--- src/rtl/ungapped_seed_extension_assert.svh ---
// ----------------------------------------------------------------------------
// Assertion macros for the ungapped seed extension block
// Short forms for clocked assertions on clock, disabled while reset is high.
// ----------------------------------------------------------------------------
`ifndef UNGAPPED_SEED_EXTENSION_ASSERT_SVH
`define UNGAPPED_SEED_EXTENSION_ASSERT_SVH

// A condition that holds at every clock edge.
`define UNGX_ASSERT_HOLDS(label, cond, msg) \
   label: assert property (@(posedge clock) disable iff (reset) (cond)) else $error(msg);

// A condition that holds in the same cycle as its trigger.
`define UNGX_ASSERT_SAME(label, ante, cons, msg) \
   label: assert property (@(posedge clock) disable iff (reset) (ante) |-> (cons)) \
      else $error(msg);

// A condition that holds in the cycle after its trigger.
`define UNGX_ASSERT_NEXT(label, ante, cons, msg) \
   label: assert property (@(posedge clock) disable iff (reset) (ante) |=> (cons)) \
      else $error(msg);

`endif

--- src/rtl/ungx_pkg.sv ---
// ----------------------------------------------------------------------------
// Ungapped seed extension package
// Widths, symbol codes, request modes and the state and result records.
// ----------------------------------------------------------------------------
package ungx_pkg;

   // Field widths.
   localparam int OFFSET_BITS = 20;
   localparam int SCORE_BITS  = 24;
   localparam int RUN_BITS    = 26;
   localparam int COUNT_BITS  = 21;
   localparam int SEED_BITS   = 8;
   localparam int SYM_BITS    = 8;
   localparam int MODE_BITS   = 2;

   // Scoring: a match is worth POINT, which is a shift by POINT_SHIFT.
   localparam int POINT       = 4;
   localparam int POINT_SHIFT = 2;

   // Special symbols.
   localparam logic [SYM_BITS-1:0] SYM_SEP = 8'd42;
   localparam logic [SYM_BITS-1:0] SYM_UNK = 8'd78;

   // Saturation limits.
   localparam logic [SCORE_BITS-1:0]  SCORE_MAX  = '1;
   localparam logic [COUNT_BITS-1:0]  COUNT_MAX  = '1;
   localparam logic [OFFSET_BITS-1:0] OFFSET_MAX = '1;

   // Request channel packing.
   localparam int REQ_DATA_BITS = 2 * SYM_BITS;

   typedef enum logic [MODE_BITS-1:0] {
      MODE_SEED   = 2'd0,
      MODE_FWD    = 2'd1,
      MODE_BWD    = 2'd2,
      MODE_FINISH = 2'd3
   } mode_type;

   // Extension state carried from one request to the next.
   typedef struct packed {
      logic signed [RUN_BITS-1:0] running_score;
      logic [SCORE_BITS-1:0]      peak_score;
      logic [COUNT_BITS-1:0]      match_count;
      logic [COUNT_BITS-1:0]      peak_match_count;
      logic [OFFSET_BITS-1:0]     step_count;
      logic [OFFSET_BITS-1:0]     best_end;
      logic [OFFSET_BITS-1:0]     best_start;
      logic                       direction_stopped;
      logic                       in_backward;
   } ext_state_type;

   // Reported fragment, first field in the highest bits.
   typedef struct packed {
      logic [COUNT_BITS-1:0]  identities;
      logic [SCORE_BITS-1:0]  best_score;
      logic [OFFSET_BITS:0]   fragment_length;
      logic [OFFSET_BITS-1:0] start_offset;
      logic [OFFSET_BITS-1:0] end_offset;
   } rsp_payload_type;

   localparam int RSP_BITS      = $bits(rsp_payload_type);
   localparam int RSP_DATA_BITS = ((RSP_BITS + 7) / 8) * 8;

   // Clamp a sum that may have carried one bit past the offset width.
   function automatic logic [OFFSET_BITS-1:0] sat_offset(input logic [OFFSET_BITS:0] value);
      logic [OFFSET_BITS-1:0] result;
      result = value[OFFSET_BITS] ? OFFSET_MAX : value[OFFSET_BITS-1:0];
      return result;
   endfunction

endpackage

--- src/rtl/ungapped_seed_extension.sv ---
// ----------------------------------------------------------------------------
// Ungapped seed extension
// Extends a seed hit along its diagonal and reports the best fragment.
// ----------------------------------------------------------------------------
// Usage:
//   Requests arrive on the req_ stream: tuser carries the mode (seed start,
//   forward pair, backward pair, finish) and tdata the two symbol bytes.
//   A seed request opens an extension, forward pairs follow, then backward
//   pairs, and a finish request emits one fragment on the rsp_ stream.
//   Other requests produce no response.
//   The user must write the seed length register over the csr_ channel only
//   while no request is in flight; the block itself does not enforce it.
//   Each request is registered on entry and scored from the request register;
//   a finish response is loaded into the response register as it leaves.
//   One request is accepted every cycle unless a finish is held back; the
//   score update is one add and compare between request and state registers.
//   When the receiver stalls, a held response does not block pairs; only a
//   second finish waits in the request register until the response is taken.
//   Reset clears all extension state and sets the seed length to 12.
// ----------------------------------------------------------------------------
`include "ungapped_seed_extension_assert.svh"

module ungapped_seed_extension (
   input  logic                                 clock,
   input  logic                                 reset,
   input  logic                                 req_tvalid,
   output logic                                 req_tready,
   input  logic [ungx_pkg::REQ_DATA_BITS-1:0]   req_tdata,  // symbol_x, symbol_y
   input  logic [ungx_pkg::MODE_BITS-1:0]       req_tuser,  // mode
   output logic                                 rsp_tvalid,
   input  logic                                 rsp_tready,
   // end_offset, start_offset, fragment_length, best_score, identities
   output logic [ungx_pkg::RSP_DATA_BITS-1:0]   rsp_tdata,
   input  logic                                 csr_valid,
   output logic                                 csr_ready,
   input  logic [ungx_pkg::SEED_BITS-1:0]       csr_data
);
   import ungx_pkg::*;

   logic                   in_valid_ff;
   logic                   in_valid_in;
   mode_type               in_mode_ff;
   logic [SYM_BITS-1:0]    in_sx_ff;
   logic [SYM_BITS-1:0]    in_sy_ff;
   ext_state_type          state_ff;
   ext_state_type          state_in;
   ext_state_type          state_in_step;
   logic [SEED_BITS-1:0]   seed_length_ff;
   logic                   rsp_valid_ff;
   logic                   rsp_valid_in;
   rsp_payload_type        rsp_payload_ff;
   rsp_payload_type        report;
   logic                   req_take;
   logic                   advance;
   logic                   rsp_load;

   // Handshake control: only a finish behind a stalled response waits.
   always_comb begin
      advance      = !(in_valid_ff && (in_mode_ff == MODE_FINISH) &&
                       rsp_valid_ff && !rsp_tready);
      req_tready   = !in_valid_ff || advance;
      req_take     = req_tvalid && req_tready;
      in_valid_in  = req_take ? 1'b1 : (advance ? 1'b0 : in_valid_ff);
      rsp_load     = in_valid_ff && advance && (in_mode_ff == MODE_FINISH);
      rsp_valid_in = rsp_load ? 1'b1 : (rsp_tready ? 1'b0 : rsp_valid_ff);
      state_in     = (in_valid_ff && advance) ? state_in_step : state_ff;
   end

   ungx_step u_step (
      .state_cur   (state_ff),
      .mode        (in_mode_ff),
      .symbol_x    (in_sx_ff),
      .symbol_y    (in_sy_ff),
      .seed_length (seed_length_ff),
      .state_nxt   (state_in_step),
      .report      (report)
   );

   // Request register.
   always_ff @(posedge clock) begin
      if (reset) begin
         in_valid_ff <= 1'b0;
      end else begin
         in_valid_ff <= in_valid_in;
      end
      if (req_take) begin
         in_mode_ff <= mode_type'(req_tuser);
         in_sx_ff   <= req_tdata[SYM_BITS-1:0];
         in_sy_ff   <= req_tdata[2*SYM_BITS-1:SYM_BITS];
      end
   end

   // Extension state and seed length register.
   always_ff @(posedge clock) begin
      if (reset) begin
         state_ff       <= '0;
         seed_length_ff <= SEED_BITS'(12);
      end else begin
         state_ff <= state_in;
         if (csr_valid && csr_ready) begin
            seed_length_ff <= csr_data;
         end
      end
   end

   // Response register.
   always_ff @(posedge clock) begin
      if (reset) begin
         rsp_valid_ff <= 1'b0;
      end else begin
         rsp_valid_ff <= rsp_valid_in;
      end
      if (rsp_load) begin
         rsp_payload_ff <= report;
      end
   end

   assign rsp_tvalid = rsp_valid_ff;
   assign rsp_tdata  = RSP_DATA_BITS'(rsp_payload_ff);
   assign csr_ready  = 1'b1;

   // The peak only falls when a seed opens a new extension.
   `UNGX_ASSERT_NEXT(a_peak_monotonic,
      in_valid_ff && advance && (in_mode_ff != MODE_SEED),
      state_ff.peak_score >= $past(state_ff.peak_score),
      "peak score fell without a seed")

   // A live direction never holds a negative running score.
   `UNGX_ASSERT_HOLDS(a_live_score_nonneg,
      state_ff.direction_stopped || !state_ff.running_score[RUN_BITS-1],
      "negative running score in an active direction")

   // A finish that leaves the request register shows up with the peak score.
   `UNGX_ASSERT_NEXT(a_finish_reports_peak,
      rsp_load,
      rsp_valid_ff && (rsp_payload_ff.best_score == $past(state_ff.peak_score)),
      "finish response missing or wrong score")

   // A held finish keeps the extension state unchanged.
   `UNGX_ASSERT_SAME(a_stall_holds_state,
      in_valid_ff && !advance,
      state_in == state_ff,
      "state moved while a finish was stalled")

endmodule

--- src/rtl/ungx_step.sv ---
// ----------------------------------------------------------------------------
// Ungapped seed extension step
// Scores one request against the current extension state and forms the
// next state and the fragment report.
// ----------------------------------------------------------------------------
module ungx_step (
   input  ungx_pkg::ext_state_type          state_cur,
   input  ungx_pkg::mode_type               mode,
   input  logic [ungx_pkg::SYM_BITS-1:0]    symbol_x,
   input  logic [ungx_pkg::SYM_BITS-1:0]    symbol_y,
   input  logic [ungx_pkg::SEED_BITS-1:0]   seed_length,
   output ungx_pkg::ext_state_type          state_nxt,
   output ungx_pkg::rsp_payload_type        report
);
   import ungx_pkg::*;

   ext_state_type              base;
   logic                       switch_dir;
   logic                       active;
   logic                       is_sep;
   logic                       is_unk;
   logic                       is_match;
   logic signed [RUN_BITS-1:0] run_plus;
   logic signed [RUN_BITS-1:0] run_sat;
   logic signed [RUN_BITS-1:0] run_new;
   logic signed [RUN_BITS-1:0] peak_ext;
   logic [COUNT_BITS-1:0]      match_new;
   logic [OFFSET_BITS:0]       end_sum;
   logic [OFFSET_BITS:0]       start_sum;
   logic [OFFSET_BITS-1:0]     step_new;

   // The first backward pair restarts the walk from the best forward point.
   always_comb begin
      base       = state_cur;
      switch_dir = (mode == MODE_BWD) && !state_cur.in_backward;
      if (switch_dir) begin
         base.in_backward       = 1'b1;
         base.running_score     = RUN_BITS'(state_cur.peak_score);
         base.match_count       = state_cur.peak_match_count;
         base.step_count        = '0;
         base.direction_stopped = 1'b0;
      end
   end

   // Pair classification and the candidate score and counters.
   always_comb begin
      active   = ((mode == MODE_FWD) && !state_cur.in_backward &&
                  !state_cur.direction_stopped) ||
                 ((mode == MODE_BWD) && !base.direction_stopped);
      is_sep   = (symbol_x == SYM_SEP) || (symbol_y == SYM_SEP);
      is_unk   = (symbol_x == SYM_UNK) || (symbol_y == SYM_UNK);
      is_match = (symbol_x == symbol_y);

      peak_ext = RUN_BITS'(state_cur.peak_score);
      run_plus = base.running_score + RUN_BITS'(POINT);
      run_sat  = (run_plus > RUN_BITS'(SCORE_MAX)) ? RUN_BITS'(SCORE_MAX) : run_plus;

      if (is_unk) begin
         run_new = base.running_score - RUN_BITS'(1);
      end else if (is_match) begin
         run_new = run_sat;
      end else begin
         run_new = base.running_score - RUN_BITS'(POINT);
      end

      match_new = (base.match_count == COUNT_MAX) ? base.match_count
                                                  : base.match_count + 1'b1;
      step_new  = (base.step_count == OFFSET_MAX) ? base.step_count
                                                  : base.step_count + 1'b1;
      end_sum   = (OFFSET_BITS + 1)'(seed_length) + (OFFSET_BITS + 1)'(base.step_count);
      start_sum = (OFFSET_BITS + 1)'(base.step_count) + (OFFSET_BITS + 1)'(1);
   end

   // Next state per request mode.
   always_comb begin
      state_nxt = state_cur;
      unique case (mode) inside
         MODE_SEED: begin
            state_nxt.running_score     = RUN_BITS'(seed_length) << POINT_SHIFT;
            state_nxt.peak_score        = SCORE_BITS'(seed_length) << POINT_SHIFT;
            state_nxt.match_count       = COUNT_BITS'(seed_length);
            state_nxt.peak_match_count  = COUNT_BITS'(seed_length);
            state_nxt.step_count        = '0;
            state_nxt.best_end          = OFFSET_BITS'(seed_length);
            state_nxt.best_start        = '0;
            state_nxt.direction_stopped = 1'b0;
            state_nxt.in_backward       = 1'b0;
         end
         MODE_FWD, MODE_BWD: begin
            state_nxt = base;
            if (active) begin
               if (is_sep) begin
                  state_nxt.direction_stopped = 1'b1;
               end else begin
                  state_nxt.running_score = run_new;
                  if (!is_unk && is_match) begin
                     state_nxt.match_count = match_new;
                     // A new peak moves the best point of this direction.
                     if (run_new > peak_ext) begin
                        state_nxt.peak_score       = run_new[SCORE_BITS-1:0];
                        state_nxt.peak_match_count = match_new;
                        if (base.in_backward) begin
                           state_nxt.best_start = sat_offset(start_sum);
                        end else begin
                           state_nxt.best_end = sat_offset(end_sum);
                        end
                     end
                  end
                  state_nxt.step_count = step_new;
                  if (run_new < 0) begin
                     state_nxt.direction_stopped = 1'b1;
                  end
               end
            end
         end
         default: begin
            state_nxt = state_cur;
         end
      endcase
   end

   // Fragment report from the current state.
   always_comb begin
      report.end_offset      = state_cur.best_end;
      report.start_offset    = state_cur.best_start;
      report.fragment_length = (OFFSET_BITS + 1)'(state_cur.best_end) +
                               (OFFSET_BITS + 1)'(state_cur.best_start) +
                               (OFFSET_BITS + 1)'(1);
      report.best_score      = state_cur.peak_score;
      report.identities      = state_cur.peak_match_count;
   end

endmodule

--- config.mk ---
export PLATFORM = sky130hd
export DESIGN_NAME = ungapped_seed_extension
export DESIGN_NICKNAME = d
export VERILOG_FILES = /design/src/rtl/ungx_pkg.sv /design/src/rtl/ungapped_seed_extension.sv /design/src/rtl/ungx_step.sv
export VERILOG_INCLUDE_DIRS = /design/src /design/src/rtl
export SDC_FILE = /design/constraint.sdc
export NUM_CORES = 1
export LEC_CHECK = 0
export BUFFER_PORTS_ARGS = -buffer_cell sky130_fd_sc_hd__buf_2
export CAP_MARGIN = 20
export CORE_ASPECT_RATIO = 0.75
export CORE_MARGIN = 2
export CORE_UTILIZATION = 55
export CTS_BUF_LIST = sky130_fd_sc_hd__clkbuf_4 sky130_fd_sc_hd__clkbuf_8
export CTS_CLUSTER_DIAMETER = 30
export DETAILED_ROUTE_END_ITERATION = 7
export PLACE_DENSITY = 0.79
export SLEW_MARGIN = 0
export SYNTH_ARGS = -nofsm -noshare
export SYNTH_HDL_FRONTEND = slang
export SYNTH_HIERARCHICAL = 1
export SYNTH_SLANG_ARGS = --single-unit
--- constraint.sdc ---
create_clock -name clock -period 19 [get_ports clock]
set_input_delay 1.9 -clock clock [delete_from_list [all_inputs] [get_ports clock]]
set_output_delay 1.9 -clock clock [all_outputs]
set_load 0.005 [all_outputs]
==> key figures <==
Run status
  • Status: completed

Placed design
  • Port Buffers: 138
  • Post-DP HPWL: roughly 46000 um
  • Placer Congestion: 0.974
  • DP Worst Slack: approximately 10 ns

Clock network
  • Clock Path Buffers: 3
  • Clock sinks: 288
  • Clock tree root buffer cell: clkbuf_8
  • Setup repair bufs after CTS: 0
  • Clock transition at path regs: 0.06 ns
  • H-tree levels: 2
  • Clock Latency Late Sink: between 0.6 and 0.7 ns
  • TritonCTS Buffers: 60
  • Hold buffers post-CTS: 0
  • CTS resizes: 0
  • CTS tree: done

Pwr
  • Pwr Density: 77.3 nW/um^2
  • Peak supply drop: 50.3 uV
  • Switching Power: 514 uW
  • Register share of total power: 0.383
  • Internal power: 1230 uW
  • P_leak: about 0.0082 uW
  • Combinational Power Share: 0.161
  • Clock share of power: 0.456
  • Net Sw Frac: 0.295

Job
  • Max_cap viols: 0

Logic synthesis
  • #FFs+latches synth: 288
  • Yosys top cell by area: edfxtp_1
  • Synth Area in Compound Gates: 0.158
  • Mapped Area: about 21000 sq um
  • Top cell type's share of synthesized area: 0.179
  • Top FF cell, synth: dfxtp_1
  • Synth unique cells: 88
  • Share of the yosys chip area belonging to registers: 0.337
  • Adder-cell share of the synthesized area: 0.0386
  • Post-synth ARST share: 0
  • Syn avg cell area: 8.75 sq um
  • Largest family of logic cells by synthesized area: simple AND/OR/NAND/NOR gates
  • Mux contribution to synthesized area: 0.111
  • Yosys warning total: 6
  • Largest cells by area after synthesis: edfxtp_1, dfxtp_1, mux2i_1
  • Cells after synthesis: 2376
  • Post-synth EDFFs: 124
  • Synth Area in XOR/XNOR: 0.0479
  • Post-synthesis simple-gate area fraction: 0.232

Critical path
  • Crit path kind: reg -> reg
  • Worst stage delay on the critical path: around 0.9 ns
  • Most common cell on crit path: buf_4
  • Flop2flop setup slack: 9.76 ns
  • Crit path cell chain: inv_1 > ha_1 > buf_4 > nand2b_4 > buf_4 > mux2i_1 > nand4_1 > or4_4 > xor2_1 > nor2_1 > buf_4 > a22oi_1 > ha_1 > nand2_1 > o21ai_0 > a21oi_1 > a22oi_1 > nand4_1 > nand2b_1 > a31oi_1 > a21oi_1 > nand2b_1 > mux2i_1
  • CP arrival: 9.71 ns
  • Worst Path Required: 19.47 ns
  • Startpoint Class: flop
  • CP max-delay cell: a31oi_1
  • RR Startpoint: in_mode_ff[0]
  • R2R depth: 23
  • CP max FO: 63
  • Crit end category: flop
  • Worst r2r dst: state_ff[18]

Detailed routing
  • Starting DRT DRC Count: 2411
  • DR pass1 iterations: 5
  • Routed length per instance: 22.1 um
  • DRC Markers: 0
  • Vias: 18500
  • Via density per instance: 6.28
  • Final wirelength: 65000 um
  • Routed Antenna Nets: 0

Timing
  • Slew @ Worst Pin: 1.16 ns
  • Final count of pins violating max slew: 0
  • Final period util: 0.486
  • Unrepaired setup endpoints after global routing: no
  • Final setup vio count: 0
  • Fmax achieved: 108 MHz
  • Fin crit period: 9.24 ns
  • Clock Skew: 0.0373 ns
  • Fin. Hold Viols: 0
  • Final WS setup: between 9 and 10 ns
  • Setup TNS: 0 ns
  • Slew margin rel.: 0.221

Floorplanning
  • Die Y: 172 um
  • Total core area: approximately 37000 sq um
  • I/O pin count: 146
  • Core Rows: just over 60
  • Initial Utilization: 0.560
  • Die width: 229 um
  • Die area: 39400 sq um

Global route
  • Gr ovfl total: 0
  • Number of global-route vias before repair: approximately 17000
  • First-pass GRT wire length: 100000 um
  • Global Route Usage Sum: 0.322
  • Initial antenna violation count: 0
  • Largest net degree at the start of global routing: 180

Worst hold path
  • Hold Startpoint: state_ff[130]
  • Endpoint, Worst Hold: state_ff[130]
  • Worst hold path class: reg -> reg
  • Hold path depth: 2

Layout
  • Most frequent cells in the layout: nand2b_1, mux2i_1, nand2_1
  • Layout cells sized above 1: 0.139
  • Diodes inserted: 0
  • P&R area growth vs syn: 8.52%
  • Fin nets: 2480
  • Commonest non-fill, non-tap cell in the layout: nand2b_1
worst max-delay path: cells and delay by family, from the launching register on:
kind / cells / cell delay (ns)
simple gates: 8 / 2.98
fa+ha+maj: 2 / 0.42
mux: 2 / 0.55
compound gates: 6 / 2.18
xor+xnor: 1 / 0.87
buf+inv: 4 / 1.46
flops: 1 / 0.56
how the worst max path moves through the flow:
stage / start / end / slack (ns) / cells past startpoint
finish: in_mode_ff[0] / state_ff[18] / 9.76 / 23
global route: in_mode_ff[0] / state_ff[20] / 9.39 / 23
global placement: in_mode_ff[0] / state_ff[15] / 10.50 / 23
detailed placement: in_mode_ff[0] / state_ff[18] / 10.23 / 23
floorplan: rsp_tready / rsp_tdata[0] / 12.09 / 2
CTS: in_mode_ff[0] / state_ff[18] / 10.17 / 23
per-stage QoR:
stage | power (uW) | instance area [sq um] | hold slack [ns] | utilization | std cells
2_1_floorplan | 872 | 20800 | 0.447 | - | 2381
3_3_place_gp | 947 | 21100 | 0.472 | 0.567 | 2827
3_5_place_dp | 950 | 21100 | 0.486 | 0.567 | 2827
4_1_cts | 1750 | 22600 | 0.497 | 0.607 | 2941
5_1_grt | 1810 | 22600 | 0.514 | 0.607 | 2942
6_report | 1740 | 22600 | 0.505 | 0.607 | 2942
metal layers:
layer | global-route usage | wire length [um] | vias up
met4 | 0.0952 | 1470 | 0
met5 | 0 | 0 | -
met2 | 0.454 | 26100 | 1016
met3 | 0.0831 | 7700 | 143
li1 | - | - | 8473
met1 | 0.479 | 29700 | 8834
synth_stat cells (42+ instances only):
library cell / count
xor2_1: 44
o21ai_0: 121
nand2_1: 195
clkbuf_1: 94
buf_4: 106
nand3_1: 45
xnor2_1: 68
mux2i_1: 210
nand2b_1: 324
nor2_1: 132
ha_1: 61
inv_1: 55
dfxtp_1: 164
nor3_1: 42
a21oi_1: 137
edfxtp_1: 124
cell families (layout without fill, tap and decap cells):
| group | count (synthesis) | after routing |
|---|---|---|
| XOR/XNOR | 113 | 113 |
| buffers and inverters | 282 | 339 |
| flip-flops | 288 | 288 |
| multiplexers | 228 | 228 |
| AND/OR/NAND/NOR | 896 | 896 |
| AO/OA/AOI/OAI | 504 | 504 |
| other | 2 | 7 |
| adder cells (fa/ha/maj) | 63 | 63 |
power groups by stage:
| stage | logic [uW] | registers [uW] | clock network (uW) |
|---|---|---|---|
| 6_report | 281 | 668 | 796 |
| 5_1_grt | 299 | 669 | 842 |
| 3_5_place_dp | 269 | 681 | 0 |
| 2_1_floorplan | 194 | 678 | 0 |
| 4_1_cts | 271 | 668 | 809 |
| 3_3_place_gp | 267 | 680 | 0 |
area by class of cell:
type                    instances  area, sq um
clock buffers                  69          925
clock inverters                45          552
fillers                      3198        14600
inverters                      55          206
multi-input cells            1811        12300
flip-flops and latches        288         7010
well taps                     504          631
repair buffers                170          941
state kept, by name, summed over array words and instances, names as in the netlist:
register / flops
in_sx_ff: 8
rsp_tdata: 106
state_ff: 154
in_mode_ff: 2
in_valid_ff: 1
seed_length_ff: 8
in_sy_ff: 8
rsp_tvalid: 1
Power figures use the tool's default switching activity.
